**src/design/centroid_outlier_trimmer_defines.svh**
```systemverilog
// Assertion macros for the centroid outlier trimmer.
// Used by the top level; no other dependencies.
`ifndef CENTROID_OUTLIER_TRIMMER_DEFINES_SVH
`define CENTROID_OUTLIER_TRIMMER_DEFINES_SVH
`ifndef SYNTHESIS
`define COT_ASSERT(lbl, prop, msg) \
	lbl: assert property (@(posedge clk) disable iff (!arst_n) prop) else $error(msg);
`define COT_ASSERT_ALWAYS(lbl, prop, msg) \
	lbl: assert property (@(posedge clk) prop) else $error(msg);
`else
`define COT_ASSERT(lbl, prop, msg)
`define COT_ASSERT_ALWAYS(lbl, prop, msg)
`endif
`endif

```
**src/design/cot_div.sv**
```systemverilog
// Serial signed divider, one quotient bit per cycle, truncating toward zero.
// Divides a signed sum by an unsigned count; no package dependencies.
`default_nettype none
module cot_div #(
	parameter int NW = 30,
	parameter int DW = 7
) (
	input  wire                 clk,
	input  wire                 arst_n,
	input  wire                 start,
	input  wire signed [NW-1:0] num,
	input  wire [DW-1:0]        den,
	output logic                done,
	output logic signed [NW-1:0] quo
);
	localparam int CNT_W = $clog2(NW + 1);

	logic             busy_q;
	logic [CNT_W-1:0] cnt_q;
	logic [NW-1:0]    mag_q;
	logic [DW-1:0]    rem_q;
	logic             neg_q;
	logic             done_q;
	logic [DW:0]      trial;
	logic             qbit;

	// trial subtract of the next dividend bit
	always_comb begin
		trial = {rem_q, mag_q[NW-1]};
		qbit = (trial >= {1'b0, den});
	end

	// control
	always_ff @(posedge clk or negedge arst_n) begin
		if (!arst_n) begin
			busy_q <= 1'b0;
			cnt_q <= '0;
			done_q <= 1'b0;
		end else begin
			done_q <= busy_q && (cnt_q == CNT_W'(1));
			if (start) begin
				busy_q <= 1'b1;
				cnt_q <= CNT_W'(NW);
			end else if (busy_q) begin
				cnt_q <= cnt_q - CNT_W'(1);
				if (cnt_q == CNT_W'(1)) begin
					busy_q <= 1'b0;
				end
			end
		end
	end

	// datapath: magnitude shifts out, quotient shifts in
	always_ff @(posedge clk) begin
		if (start) begin
			neg_q <= num[NW-1];
			mag_q <= num[NW-1] ? (-num) : num;
			rem_q <= '0;
		end else if (busy_q) begin
			rem_q <= qbit ? DW'(trial - {1'b0, den}) : trial[DW-1:0];
			mag_q <= {mag_q[NW-2:0], qbit};
		end
	end

	assign done = done_q;
	assign quo = neg_q ? (-$signed(mag_q)) : $signed(mag_q);
endmodule
`default_nettype wire

```
**config.mk**
```make
export PLATFORM = sky130hd
export DESIGN_NAME = cot_div
export DESIGN_NICKNAME = d
export VERILOG_FILES = /design/src/design/centroid_outlier_trimmer_defines.svh /design/src/design/cot_div.sv
export SDC_FILE = /design/constraint.sdc
export NUM_CORES = 1
export LEC_CHECK = 0
export BUFFER_PORTS_ARGS = -buffer_cell sky130_fd_sc_hd__buf_2
export CORE_MARGIN = 10
export CORE_UTILIZATION = 51
export DETAILED_ROUTE_END_ITERATION = 8
export PLACE_DENSITY = 0.78
export RECOVER_POWER = 50
export SYNTH_ARGS = -nofsm -noshare
export SYNTH_HDL_FRONTEND = slang
export SYNTH_SLANG_ARGS = --single-unit
```
**constraint.sdc**
```tcl
create_clock -name clk -period 2.05 [get_ports clk]
set_input_delay 0.1025 -clock clk [delete_from_list [all_inputs] [get_ports clk]]
set_output_delay 0.1025 -clock clk [all_outputs]
set_load 0.02 [all_outputs]
```
Yosys cells after proc, flatten, opt, wreduce, memory -nomap -nowiden
Cells that the tools add are included.
{"block": "word_totals", "word_cells": 24, "reg_bits": 45, "inputBits": 40}
{"block": "classes", "order_cmp": 1, "reduce_logical": 2, "mux": 10, "n_addsub": 4, "eq_ne": 1}
{"operator": "30-bit two-way mux", "n": 4}
{"operator": "30-bit negation", "n": 2}
{"operator": "5-bit two-way mux", "n": 2}
{"operator": "8-bit by 7-bit >= comparator with 1-bit output", "n": 1}
{"operator": "7-bit two-way mux", "n": 1}
{"operator": "7-bit subtractor", "n": 1}
{"operator": "5-bit by 1-bit equality test with 1-bit output (second input constant)", "n": 1}
{"operator": "5-bit by 1-bit subtractor with 5-bit output (second input constant)", "n": 1}
{"operator": "1-bit two-way mux", "n": 3}
{"operator": "2-bit nonzero test", "n": 1}
{"operator": "1-bit logical AND", "n": 1}

Longest topological paths before layout
{"block": "logic_depth", "word_depth": 4, "mapped_depth": 9, "depth_no_buf": 8}

Least setup slack after synthesis
Ideal clock, no wire load.
{"block": "synth_timing", "path_type": "register to register", "from": "register mag_q[29]", "to": "register rem_q[0]", "path_buffers": 1, "stages_incl_launch_ff": 10, "slack_ns": -0.036, "arrival_ns": 1.964, "path_cell_list": "edfxtp_1 inv_1 ha_1 fa_1 nand2b_1 a21oi_1 o31a_1 or2_1 clkbuf_1 a221o_1"}
{"block": "synth_via", "elab_chain_cells": 2, "word_cells_on_any_way": 3, "cone_classes": "add/sub (1); order compare (1); mux (1)"}
{"element": "start, declared", "line": "cot_div.sv:20", "rtl": "logic [NW-1:0] mag_q;"}
{"element": "start signal, assigned", "line": "cot_div.sv:57", "rtl": "mag_q <= num[NW-1] ? (-num) : num;"}
{"element": "start signal, assigned", "line": "cot_div.sv:61", "rtl": "mag_q <= {mag_q[NW-2:0], qbit};"}
{"element": "7-bit subtractor / 8-bit by 7-bit >= comparator with 1-bit output (equally long branches)", "line": "cot_div.sv:60, cot_div.sv:30"}
{"element": "7-bit two-way mux (*)", "line": "cot_div.sv:60", "rtl": "rem_q <= qbit ? DW'(trial - {1'b0, den}) : trial[DW-1:0];"}
{"element": "end signal, assigned", "line": "cot_div.sv:60"}
{"element": "end, declared", "line": "cot_div.sv:21", "rtl": "logic [DW-1:0] rem_q;"}
Every way passes the cells marked *; elsewhere a longest branch is shown, timed or not.
A chain may end at the register's enable or synchronous reset.

Worst setup path in the final report
{"block": "layout_timing", "from": "register mag_q[8]", "to": "output port quo[18]"}
{"block": "layout_via", "elab_chain_cells": 2}
{"element": "30-bit negation", "line": "cot_div.sv:66", "rtl": "assign quo = neg_q ? (-$signed(mag_q)) : $signed(mag_q);"}
{"element": "30-bit two-way mux", "line": "cot_div.sv:66"}
{"element": "end, declared", "line": "cot_div.sv:14", "rtl": "output logic signed [NW-1:0] quo"}
No other way between the ends.

==> impl_metrics.toml <==
[outcome]
status = "finished with violations"
violations = "negative setup slack"

[floorplan]
die_y_um = 103
die_area_mm2 = 0.0106
die_w_um = 103
ios = 71
row_count = 30
core_mm2 = 0.00672
start_util_pct = 52.2

[clocking]
clockBufferDepth = 2
clkTransAtPathRegs_ns = 0.08
cts_root_buffer = "clkbuf_8"
numCtsBuffers = 5
htreeDepth = 2
clkSinkCount = 45
insertion_delay_ns = 0.30
cts_tree = "done"

[yosys]
synthArstFlopShare_pct = 15.6
ys.warnings.count = 0
syn_area_per_cell_um2 = 8.87
synth_largest_area_cell = "edfxtp_1"
synthCells = 395
yosys_most_used_dff = "edfxtp_1"
synthTopCellsByArea = "edfxtp_1, xnor2_1, xor2_1, nor2_1, dfrtp_1"
ys_ff_latch = 45
synth_edf_count = 31
synth-seq-area-share_pct = 35.6
netlist-cell-type-count = 49
synth_top_area_share_pct = 26.6
synth_nets = 447
synthesis.area_mm2 = 0.00350

[job]
cap_viol_max_count = 0

[cells_and_area]
final_util_pct = 71.0
diodes = 0
area_delta_synth_final_pct = 36.1
layout_common_cells = "buf_4, buf_2, nor2_1"
drive_gt1_share_pct = 34.6
final_common_cell = "buf_4"
nets = 565

[timing]
slew_headroom_pct = 16.3
setup_ws_ns = -0.463
min_period_over_period_pct = 123
fmax_mhz = 398
rsz0062_at_grt = "yes"
worst_pin_slew_ns = 1.26
finalHoldViolCount = 0
clock_skew_ns = 0.00686
final.setup.tns_ns = -6.63
slew_viol_final = 0
setup_viol = 22
whs_ns = 0.149
finalCriticalPeriod_ns = 2.51

[pwr]
ir_worst_vdd_uv = 548
intPower_w = 0.00233
p_seq_share_pct = 33.9
clkPwrFrac_pct = 17.1
leakagePower_nw = 1.95
power_density_mw_per_mm2 = 789
switching_share_pct = 38.2
power_frac_comb_pct = 49.0
p_sw_w = 0.00144

[routing]
first_pass_iters = 5
vias_per_cell = 5.68
drt-total-wl_mm = 9.83
detail-route-antenna-nets = 0
dr.first_iter.drc_count = 286
dr_total_vias = 3372
drc_errors = 0
routedWlPerCell_um = 16.5

[global_route]
grt_max_degree = 37
grt_use_total_pct = 17.8
grt_pass1_wl_mm = 15.3
antenna_found_initial = 0
grt_pass1_vias = 3255
grt-ovfl-total = 0

[worst_setup_path]
cp-start-kind = "register"
cp_cell_sequence = "or4_4 > nor4_4 > buf_4 > nand3_4 > o31ai_4 > xnor2_2 > buf_4"
crit_slowest_cell = "or4_4"
max_stage_delay_ns = 0.61
endpoint_kind = "primary output"
cp_data_arrival_time_ns = 2.41
path_class = "reg -> out"
crit_top_cell = "buf_4"
critPathMaxFanout = 5
cp_num_buf_inv = 2
critPathTopFamily = "simple AND/OR/NAND/NOR gates"
crit_required_ns = 1.95

[place]
port_buffers = 70
hpwlAfterDp_mm = 7.11
gp_congestion = 0.938

[min_path]
min-delay-path-class = "in -> reg"
-- sequential cells by signal, indices dropped and copies added (netlist names) --
signal,cells
busy_q,1
neg_q,1
mag_q,30
cnt_q,5
done,1
rem_q,7
-- power by group through the flow --
stage | registers [W] | clock network [W] | logic [W]
detailed placement | 0.00127 | 0 | 0.00149
CTS | 0.00126 | 0.000651 | 0.00164
finish | 0.00127 | 0.000645 | 0.00184
global route | 0.00129 | 0.000681 | 0.00200
global placement | 0.00127 | 0 | 0.00145
floorplan | 0.00128 | 0 | 0.000977
-- synthesized netlist by cell type, types with 5 or more instances --
master / number
o211ai_1: 5
xor2_1: 29
nor4_1: 6
dfxtp_1: 7
inv_1: 21
or3_1: 5
o21ai_1: 7
nor2_1: 49
ha_1: 11
o21ai_0: 18
o41ai_1: 11
dfrtp_1: 7
edfxtp_1: 31
xnor2_1: 32
o31ai_1: 12
nand2b_1: 10
nor3_1: 5
clkbuf_1: 17
nand2_1: 28
a21oi_1: 34
-- final timing paths --
kind / endpoint / startpoint / cells after the start / slack [ns]
setup / recovery: quo[18] / mag_q[8] / 7 / -0.46
hold / removal: cnt_q[0] / start / 2 / 0.15
setup reg to reg: rem_q[0] / mag_q[29] / 9 / -0.04
hold reg to reg: rem_q[6] / rem_q[6] / 1 / 0.46
max in group asynchronous: busy_q / arst_n / 2 / 1.52
min in group asynchronous: done / arst_n / 2 / 0.24
-- through the flow --
step | cells | worst slack [ns] | power, W | area [um^2]
floorplan | 395 | -0.0283 | 0.00226 | 3550
global route | 594 | -0.582 | 0.00398 | 4770
CTS | 586 | -0.473 | 0.00355 | 4580
detailed placement | 571 | -0.226 | 0.00276 | 4260
global placement | 571 | -0.148 | 0.00272 | 4260
finish | 594 | -0.463 | 0.00376 | 4770
-- per-layer routing --
metal,part of all wire (%),track usage (%)
met1,40,21.8
met2,51,31.2
met3,6.8,3.15
met4,2.0,4.81
met5,0,0
-- what timing repair did --
action / CTS / global route
setup endpoints to repair: 30 / 31
pin swaps: 12 / 12
hold buffers: 1 / 0
setup buffers: 6 / 9
resized for setup: 39 / 29
hold endpoints to repair: 7 / 0
-- cell families (layout without fill, tap and decap cells) --
kind of cell / count (synthesis) / after routing / synth area share, %
compound gates: 104 / 104 / 20.0
flops: 45 / 45 / 35.6
buf+inv: 39 / 158 / 4.28
simple gates: 132 / 132 / 19.9
xor+xnor: 61 / 61 / 15.2
mux: 2 / 2 / 0.571
fa+ha+maj: 12 / 12 / 4.50
-- cell type report --
class / instances / area, um^2
Fill cell: 505 / 1950
Sequential cell: 45 / 1250
Tap cell: 80 / 100
Clock inverter: 2 / 33.8
Inverter: 21 / 78.8
Multi-Input combinational cell: 311 / 2410
Timing Repair Buffer: 129 / 827
Clock buffer: 6 / 72.6
-- worst reg2reg max path, delay by kind of cell, from the launching register on --
kind,cells,cell delay [ns]
compound gates,3,0.66
fa+ha+maj,2,0.50
buf+inv,2,0.23
flops,1,0.38
simple gates,2,0.20
Power figures use the tool's default switching activity.
