[src/design/centroid_outlier_trimmer_defines.svh]
// Assertion macros for the centroid outlier trimmer.
// Used by the top level; no other dependencies.
`ifndef CENTROID_OUTLIER_TRIMMER_DEFINES_SVH
`define CENTROID_OUTLIER_TRIMMER_DEFINES_SVH
`ifndef SYNTHESIS
`define COT_ASSERT(lbl, prop, msg) \
	lbl: assert property (@(posedge clk) disable iff (!arst_n) prop) else $error(msg);
`define COT_ASSERT_ALWAYS(lbl, prop, msg) \
	lbl: assert property (@(posedge clk) prop) else $error(msg);
`else
`define COT_ASSERT(lbl, prop, msg)
`define COT_ASSERT_ALWAYS(lbl, prop, msg)
`endif
`endif

[src/design/cot_ram.sv]
// Generic single write, single read RAM with registered read data.
// No dependencies.
`default_nettype none
module cot_ram #(
	parameter int W = 8,
	parameter int D = 16
) (
	input  wire                 clk,
	input  wire                 we,
	input  wire [$clog2(D)-1:0] waddr,
	input  wire [W-1:0]         wdata,
	input  wire [$clog2(D)-1:0] raddr,
	output logic [W-1:0]        rdata
);
	logic [W-1:0] mem_q [D];

	// write port and registered read
	always_ff @(posedge clk) begin
		if (we) begin
			mem_q[waddr] <= wdata;
		end
		rdata <= mem_q[raddr];
	end
endmodule
`default_nettype wire

[config.mk]
export PLATFORM = sky130hd
export DESIGN_NAME = cot_ram
export DESIGN_NICKNAME = d
export VERILOG_FILES = /design/src/design/centroid_outlier_trimmer_defines.svh /design/src/design/cot_ram.sv
export SDC_FILE = /design/constraint.sdc
export NUM_CORES = 1
export LEC_CHECK = 0
export BUFFER_PORTS_ARGS = -buffer_cell sky130_fd_sc_hd__buf_2
export CAP_MARGIN = 20
export CORE_AREA = 8 8 106 108
export CTS_CLUSTER_DIAMETER = 60
export CTS_CLUSTER_SIZE = 16
export DETAILED_ROUTE_END_ITERATION = 10
export DIE_AREA = 0 0 114 116
export HOLD_SLACK_MARGIN = 0.12
export PLACE_DENSITY_LB_ADDON = 0.15
export SLEW_MARGIN = 20
export SYNTH_ARGS = -nofsm -noshare
export SYNTH_HDL_FRONTEND = slang
export SYNTH_SLANG_ARGS = --single-unit
[constraint.sdc]
create_clock -name clk -period 2.65 [get_ports clk]
set_input_delay 0.795 -clock clk [delete_from_list [all_inputs] [get_ports clk]]
set_output_delay 0.795 -clock clk [all_outputs]
set_load 0.005 [all_outputs]
* Word level (Yosys, flattened, before mapping)
Memory sizes are Yosys's and may differ from the RTL's. A register that Yosys moved wholly into a read port is not among the register bits.
Cells that the tools add are included.
** Cells by class
- Multiplexer cells :: 2
** Operator list (number)
- $mux W1 :: 2
** Storage, ports and cells
- Register bits after elaboration :: 0
- RAM bits :: 128
- Bits of input ports :: 18
- Output and inout port bits :: 8
- Word-level logic and storage cells :: 3
- Memories :: 1
** Memories
- mem_q :: words 16, bits a word 8, read ports 1, clocked after Yosys merged registers in 1, write ports 1, RTL line cot_ram.sv:15 : logic [W-1:0] mem_q [D];

* Depth between registers and ports, before layout
Gate-level depths: netlist of the first run.
- Depth in word-level cells :: 2
- Depth in mapped cells :: 5
- Mapped depth without buffers :: 3

* Worst setup path before layout of the first run
OpenSTA, ideal clock, no wires.
- Path type :: in2reg
- Start point :: input port waddr[2]
- End point :: memory mem_q[0][0], enable pin
- Setup time :: 0.383 ns
- Arrival :: 1.905 ns
- Required time :: 2.267 ns
- Setup slack :: 0.362 ns
- Stages on the path :: 2
- Path buffers :: 0
- Cell sequence :: or3b_2 nor3_1
** RTL lines
- from (decl) :: RTL line cot_ram.sv:10 : input wire [$clog2(D)-1:0] waddr,
- to (decl) :: RTL line cot_ram.sv:15
Straight into the memory's write port.

* Worst setup path after layout of the first run
- Start point :: register rdata[6] (read register of mem_q)
- End point :: output port rdata[6]
** RTL lines
- from (decl) :: RTL line cot_ram.sv:13 : output logic [W-1:0] rdata
No word-level cell between the ends.

==> results of run 1 <==
==> worst min-delay path: cells and delay by family (launching register included) <==
| family | cells | cell delay, ps |
|---|---|---|
| multiplexers | 1 | 220 |
| flip-flops | 1 | 310 |
| AND/OR/NAND/NOR | 1 | 50 |
| AO/OA/AOI/OAI | 1 | 60 |
==> worst paths after layout <==
check | startpoint | end | cells past startpoint
worst max-delay path | rdata[6] | rdata[6] | 1
worst min-delay path | mem_q[14][1] | rdata[1] | 3
worst max register to register | mem_q[2][0] | rdata[0] | 3
worst min register to register | mem_q[14][1] | rdata[1] | 3
==> flip-flops by register name, indices dropped and copies added, names as in the netlist <==
register	flops
rdata	8
mem_q	128
==> logic make-up (layout without fill, tap and decap cells) <==
logic type             Yosys count  in the layout
buffers and inverters           10             81
AND/OR/NAND/NOR                 35             35
AO/OA/AOI/OAI                   16             16
multiplexers                    32             32
flip-flops                     136            136
==> layout make-up <==
class                      count  area (sq um)
fill                         670          3435
tap                          133         166.4
sequential                   136          4004
clock buffer                  23         456.7
timing repair buffer          49         330.3
multi-input combinational     83          1057
clock inverter                 9         100.1
==> power by group through the flow <==
stage / Sequential [W] / Combinational [W] / Clock, W
5_1_grt: 0.00242 / 0.000242 / 0.00229
3_3_place_gp: 0.00246 / 0.000223 / 0
3_5_place_dp: 0.00247 / 0.000227 / 0
4_1_cts: 0.00242 / 0.000228 / 0.00221
2_1_floorplan: 0.00246 / 0.000122 / 0
6_report: 0.00242 / 0.000223 / 0.00219
==> cell usage after synthesis <==
| cell | number |
|---|---|
| clkdlybuf4s25_2 | 3 |
| nand3_1 | 1 |
| a22oi_1 | 16 |
| or3b_2 | 1 |
| buf_2 | 3 |
| buf_4 | 1 |
| mux4_1 | 14 |
| nand2b_1 | 2 |
| mux4_2 | 18 |
| nor3_1 | 4 |
| nand3b_1 | 2 |
| nand2_1 | 9 |
| buf_6 | 3 |
| nor2b_1 | 1 |
| and2b_1 | 1 |
| nor2_1 | 13 |
| dfxtp_1 | 8 |
| and2_1 | 1 |
| edfxtp_1 | 128 |
==> cells in the final DEF (no fill, tap or decap) <==
master and count:
edfxtp_1 128, buf_2 25, buf_4 22, mux4_2 18, a22oi_1 16, clkbuf_16 16
mux4_1 14, nor2_1 13, nand2_1 9, dfxtp_1 8, clkinv_2 5, nor3_1 4
clkbuf_1 4, clkbuf_8 3, nand3b_1 2, nand2b_1 2, bufinv_16 2, clkinvlp_4 2
buf_12 2, nor2b_1 1, and2_1 1, and2b_1 1, nand3_1 1, or3b_2 1
==> through the flow <==
step | hold slack [ps] | std cells | util | setup WS, ps | power [W]
floorplan | 629.3 | 229 | - | 362.1 | 0.002583
global placement | 649.3 | 401 | 0.5820 | 397.8 | 0.002686
detailed placement | 664.8 | 401 | 0.5820 | 338.7 | 0.002692
CTS | 655.6 | 433 | 0.6403 | 821.5 | 0.004860
global route | 673.5 | 433 | 0.6403 | 781.1 | 0.004960
finish | 666.9 | 433 | 0.6403 | 841.6 | 0.004836
==> metal layers <==
metal / up-vias / global-route usage
met4: 0 / 0.06566
li1: 1085 / -
met2: 89 / 0.2539
met3: 18 / 0.03752
met1: 1262 / 0.2090
met5: - / 0
==> run metrics, run 1 <==
Slew headroom 0.6711; wirelength, routed 9.668 mm; vias 2454; Root Driver clkbuf_8; area fraction of the dominant cell type after synthesis 0.7467; final setup fails 0; CTS tree built; post-route ant nets 0; Worst path max stage delay 370 ps; Switching Share 0.1971; area leader, netlist edfxtp_1; RSZ-0062 raised after global routing no; Worst setup EP type primary output; Post-Syn Area 5147 sq um; Static Leak 2.103 nW; CP startpoint kind flip-flop; WL met1 4.182 mm; PostCTS Resize Cnt 0; clock sink total 136; Tot GR Track Use 0.1598; family with the most delay on the worst path flip-flops; Hold Path Class flip-flop to flip-flop; via/cell ratio 5.667; IR Drop Worst-Case VDD 0.0004744 V; met3 WL 726 um; Peak Freq 553.0 MHz; Synth Instances 229; worst-case clock buffer depth 2; highest routed layer met4; grt total ovfl 0; total CTS buffers 17; max cap viols 0; P_int 0.003883 W; Critical Path RT 1860 ps; status complete, no violations; fin crit share 0.6824; Yosys reg bits 136; crit path cell chain buf_2; met2 WL 4.615 mm; Synth Net Count 247; die height 116 um; P&R area growth vs syn 18.79%; worst-path fanout max 1; cell area after placement 5558 sq um; cts hold-fix bufs 0; post-synth cell types 19; clock latency on the worst-skew pair 510 ps; number of port buffers 25; clock-pin slew on the worst setup and hold paths 60 ps; power share of the clock group 0.453; Crit Path Class flip-flop to primary output; compound-cell area share of the yosys netlist 0.02333; Logic pwr share 0.046; layout cells sized above 1 0.3200; Initial Util 0.5390; sequential-to-total area share from yosys stat 0.7778; syn_area_per_cell 22.48 sq um; vias in the first global route 2604; Crit-path slowest cell dfxtp_1; setup slack, reg-to-reg 1280 ps; mux cell area share after synthesis 0.1502; IO Pins 26; part of the power in registers 0.500; Final Skew 5.819 ps; Final Hold Viols 0; Post-Synth Simple-Gate Area 0.03184; Arrival @ worst endpoint 1010 ps; largest net degree at the start of global routing 33; Post-CTS Setup Repair Bufs 0; Synth Area in Adders 0; H-tree Lvls 4; Die ar. 13220 sq um; power per cell area 790.9 nW/um^2; post-route cell area 6115 sq um; chip width 114 um; Worst Max-Slew Pin Slew 491.6 ps; P_sw 0.0009532 W; Routability Congestion 0.7119; 1st-iter DRT viols 177; HPWL after DPL 6.201 mm; DRC 0; detailed-route wire length per cell 22.33 um; Final nets 305; antenna violations before repair 0; Final Max Slew Viols 0; crit path buf inv count 1; length of the first detailed-routing pass in iterations 5; first-pass GRT wire length 14.86 mm; setup TNS 0 ps; row count 36; core area 9549 sq um; XOR/XNOR Fraction of Synth Area 0; largest family of logic cells by synthesized area multiplexers; ranking of synthesized cells by area edfxtp_1 (75%), mux4_2 (7.9%), mux4_1 (7.1%); Final min period 1808 ps; Syn. warnings 0; Antenna Cells 0
Note: power is estimated with default switching activity, not from simulation.
==> run 2, diff against run 1 <==
--- a/config.mk
+++ b/config.mk
@@ -7,11 +7,11 @@
 export LEC_CHECK = 0
 export BUFFER_PORTS_ARGS = -buffer_cell sky130_fd_sc_hd__buf_2
 export CAP_MARGIN = 20
-export CORE_AREA = 8 8 106 108
+export CORE_AREA = 8 8 107 109
 export CTS_CLUSTER_DIAMETER = 60
 export CTS_CLUSTER_SIZE = 16
 export DETAILED_ROUTE_END_ITERATION = 10
-export DIE_AREA = 0 0 114 116
+export DIE_AREA = 0 0 115 117
 export HOLD_SLACK_MARGIN = 0.12
 export PLACE_DENSITY_LB_ADDON = 0.15
 export SLEW_MARGIN = 20
==> constraint.sdc (replaced) <==
create_clock -name clk -period 1.6 [get_ports clk]
set_input_delay 0.48 -clock clk [delete_from_list [all_inputs] [get_ports clk]]
set_output_delay 0.48 -clock clk [all_outputs]
set_load 0.005 [all_outputs]
==> run 2 against run 1 <==
  * Sequential power increased by 65%
  * Wire length fell by 5.5%
  * Clock power up 63%
  * Largest cell class unchanged
  * Cell count rose by 2.3%
  * Critical path type unchanged
  * Register-to-register slack got worse by 1000 ps
  * Sequential share of layout area shrank 1.3 points
  * Global-route usage down 0.88 points
==> run metrics, run 2 (synthesis gave the netlist of run 1 again) <==
PostCTS Resize Cnt 0; H-tree Lvls 4; Final Max Slew Viols 0; Worst Max-Slew Pin Slew 754.9 ps; vias in the first global route 2498; cell area after placement 5683 sq um; Routability Congestion 0.7393; Final min period 1446 ps; final setup fails 0; HPWL after DPL 6.166 mm; fin crit share 0.9041; IR Drop Worst-Case VDD 0.0007042 V; CP startpoint kind flip-flop; DRC 0; total CTS buffers 17; Worst setup EP type primary output; largest net degree at the start of global routing 19; power per cell area 1276 nW/um^2; post-route ant nets 0; first-pass GRT wire length 14.26 mm; Post-CTS Setup Repair Bufs 0; post-route cell area 6237 sq um; Tot GR Track Use 0.1510; die height 117 um; Largest register FFs 128; Static Leak 2.149 nW; Initial Util 0.5196; Final Skew 6.801 ps; Die ar. 13460 sq um; most frequent cells in the layout edfxtp_1 (128), buf_4 (26), buf_2 (25), mux4_2 (18); status complete, no violations; Hold Path Class input port to flip-flop; pre-CTS setup slack -280.4 ps; Critical Path RT 1120 ps; Root Driver clkbuf_8; clock latency on the worst-skew pair 510 ps; Peak Freq 691.3 MHz; setup ws final 153.5 ps; largest register by flop count mem_q; crit path buf inv count 1; IO Pins 26; 1st-iter DRT viols 134; P&R area growth vs syn 21.17%; via/cell ratio 5.393; row count 37; number of port buffers 25; max cap viols 0; layout cells sized above 1 0.3616; core area 9907 sq um; worst-case clock buffer depth 2; worst-path fanout max 1; Worst path max stage delay 340 ps; Crit Path Class flip-flop to primary output; Total Power 0.007957 W; CTS tree built; clock sink total 136; family with the most delay on the worst path flip-flops; RSZ-0062 raised after global routing no; cts hold-fix bufs 0; Final Hold Viols 0; biggest regs mem_q: 128 flops, rdata: 8 flops; most common cell after layout, fill and taps aside edfxtp_1; vias 2389; grt total ovfl 0; Antenna Cells 0; antenna violations before repair 0; Arrival @ worst endpoint 970 ps; wirelength, routed 9.138 mm; Crit-path slowest cell dfxtp_1; clock-pin slew on the worst setup and hold paths 60 ps; detailed-route wire length per cell 20.63 um; length of the first detailed-routing pass in iterations 4; Final nets 312; chip width 115 um; crit path cell chain buf_2; Slew headroom 0.4957
-- run 2: cell count changes in the layout (fill, tap and decap cells not counted), sizes merged --
cell	change
clkinv	+2
clkbuf	-4
clkinvlp	+2
buf	+7
-- run 2: report_power, final --
part	switching (W)	total (W)	internal, W
sequential	0.0000198	0.00400	0.00398
combinational	0.000206	0.000386	0.000180
clock	0.00137	0.00357	0.00220
total	0.00159	0.00796	0.00636
-- run 2: final cells by class --
class | count | area (sq um)
Clock buffer | 19 | 421.7
Clock inverter | 13 | 132.6
Fill cell | 713 | 3670
Multi-Input combinational cell | 83 | 1089
Sequential cell | 136 | 4004
Tap cell | 136 | 170.2
Timing Repair Buffer | 56 | 420.4
-- run 2: final timing paths --
kind	startpoint	slack [ps]	cells past startpoint	to
worst max-delay path	rdata[6]	150	1	rdata[6]
worst min-delay path	wdata[1]	350	1	mem_q[15][1]
worst max register to register	mem_q[6][1]	250	3	rdata[1]
worst min register to register	mem_q[15][2]	660	3	rdata[2]
-- run 2: stage by stage --
step,util,setup TNS (ps),hold WS [ps],instances
2_1_floorplan,-,-92.94,578.9,229
3_3_place_gp,0.5736,-3630,650.9,411
3_5_place_dp,0.5736,-4450,664.8,411
4_1_cts,0.6296,0,331.4,443
5_1_grt,0.6296,0,329.7,443
6_report,0.6296,0,351.3,443
-- run 2: layer usage --
layer	vias to the layer above	track usage	routed length (um)
met5	-	0	0
met4	0	0.05166	93
met3	10	0.05593	527
met2	69	0.2428	4580
met1	1206	0.1860	3937
li1	1104	-	-
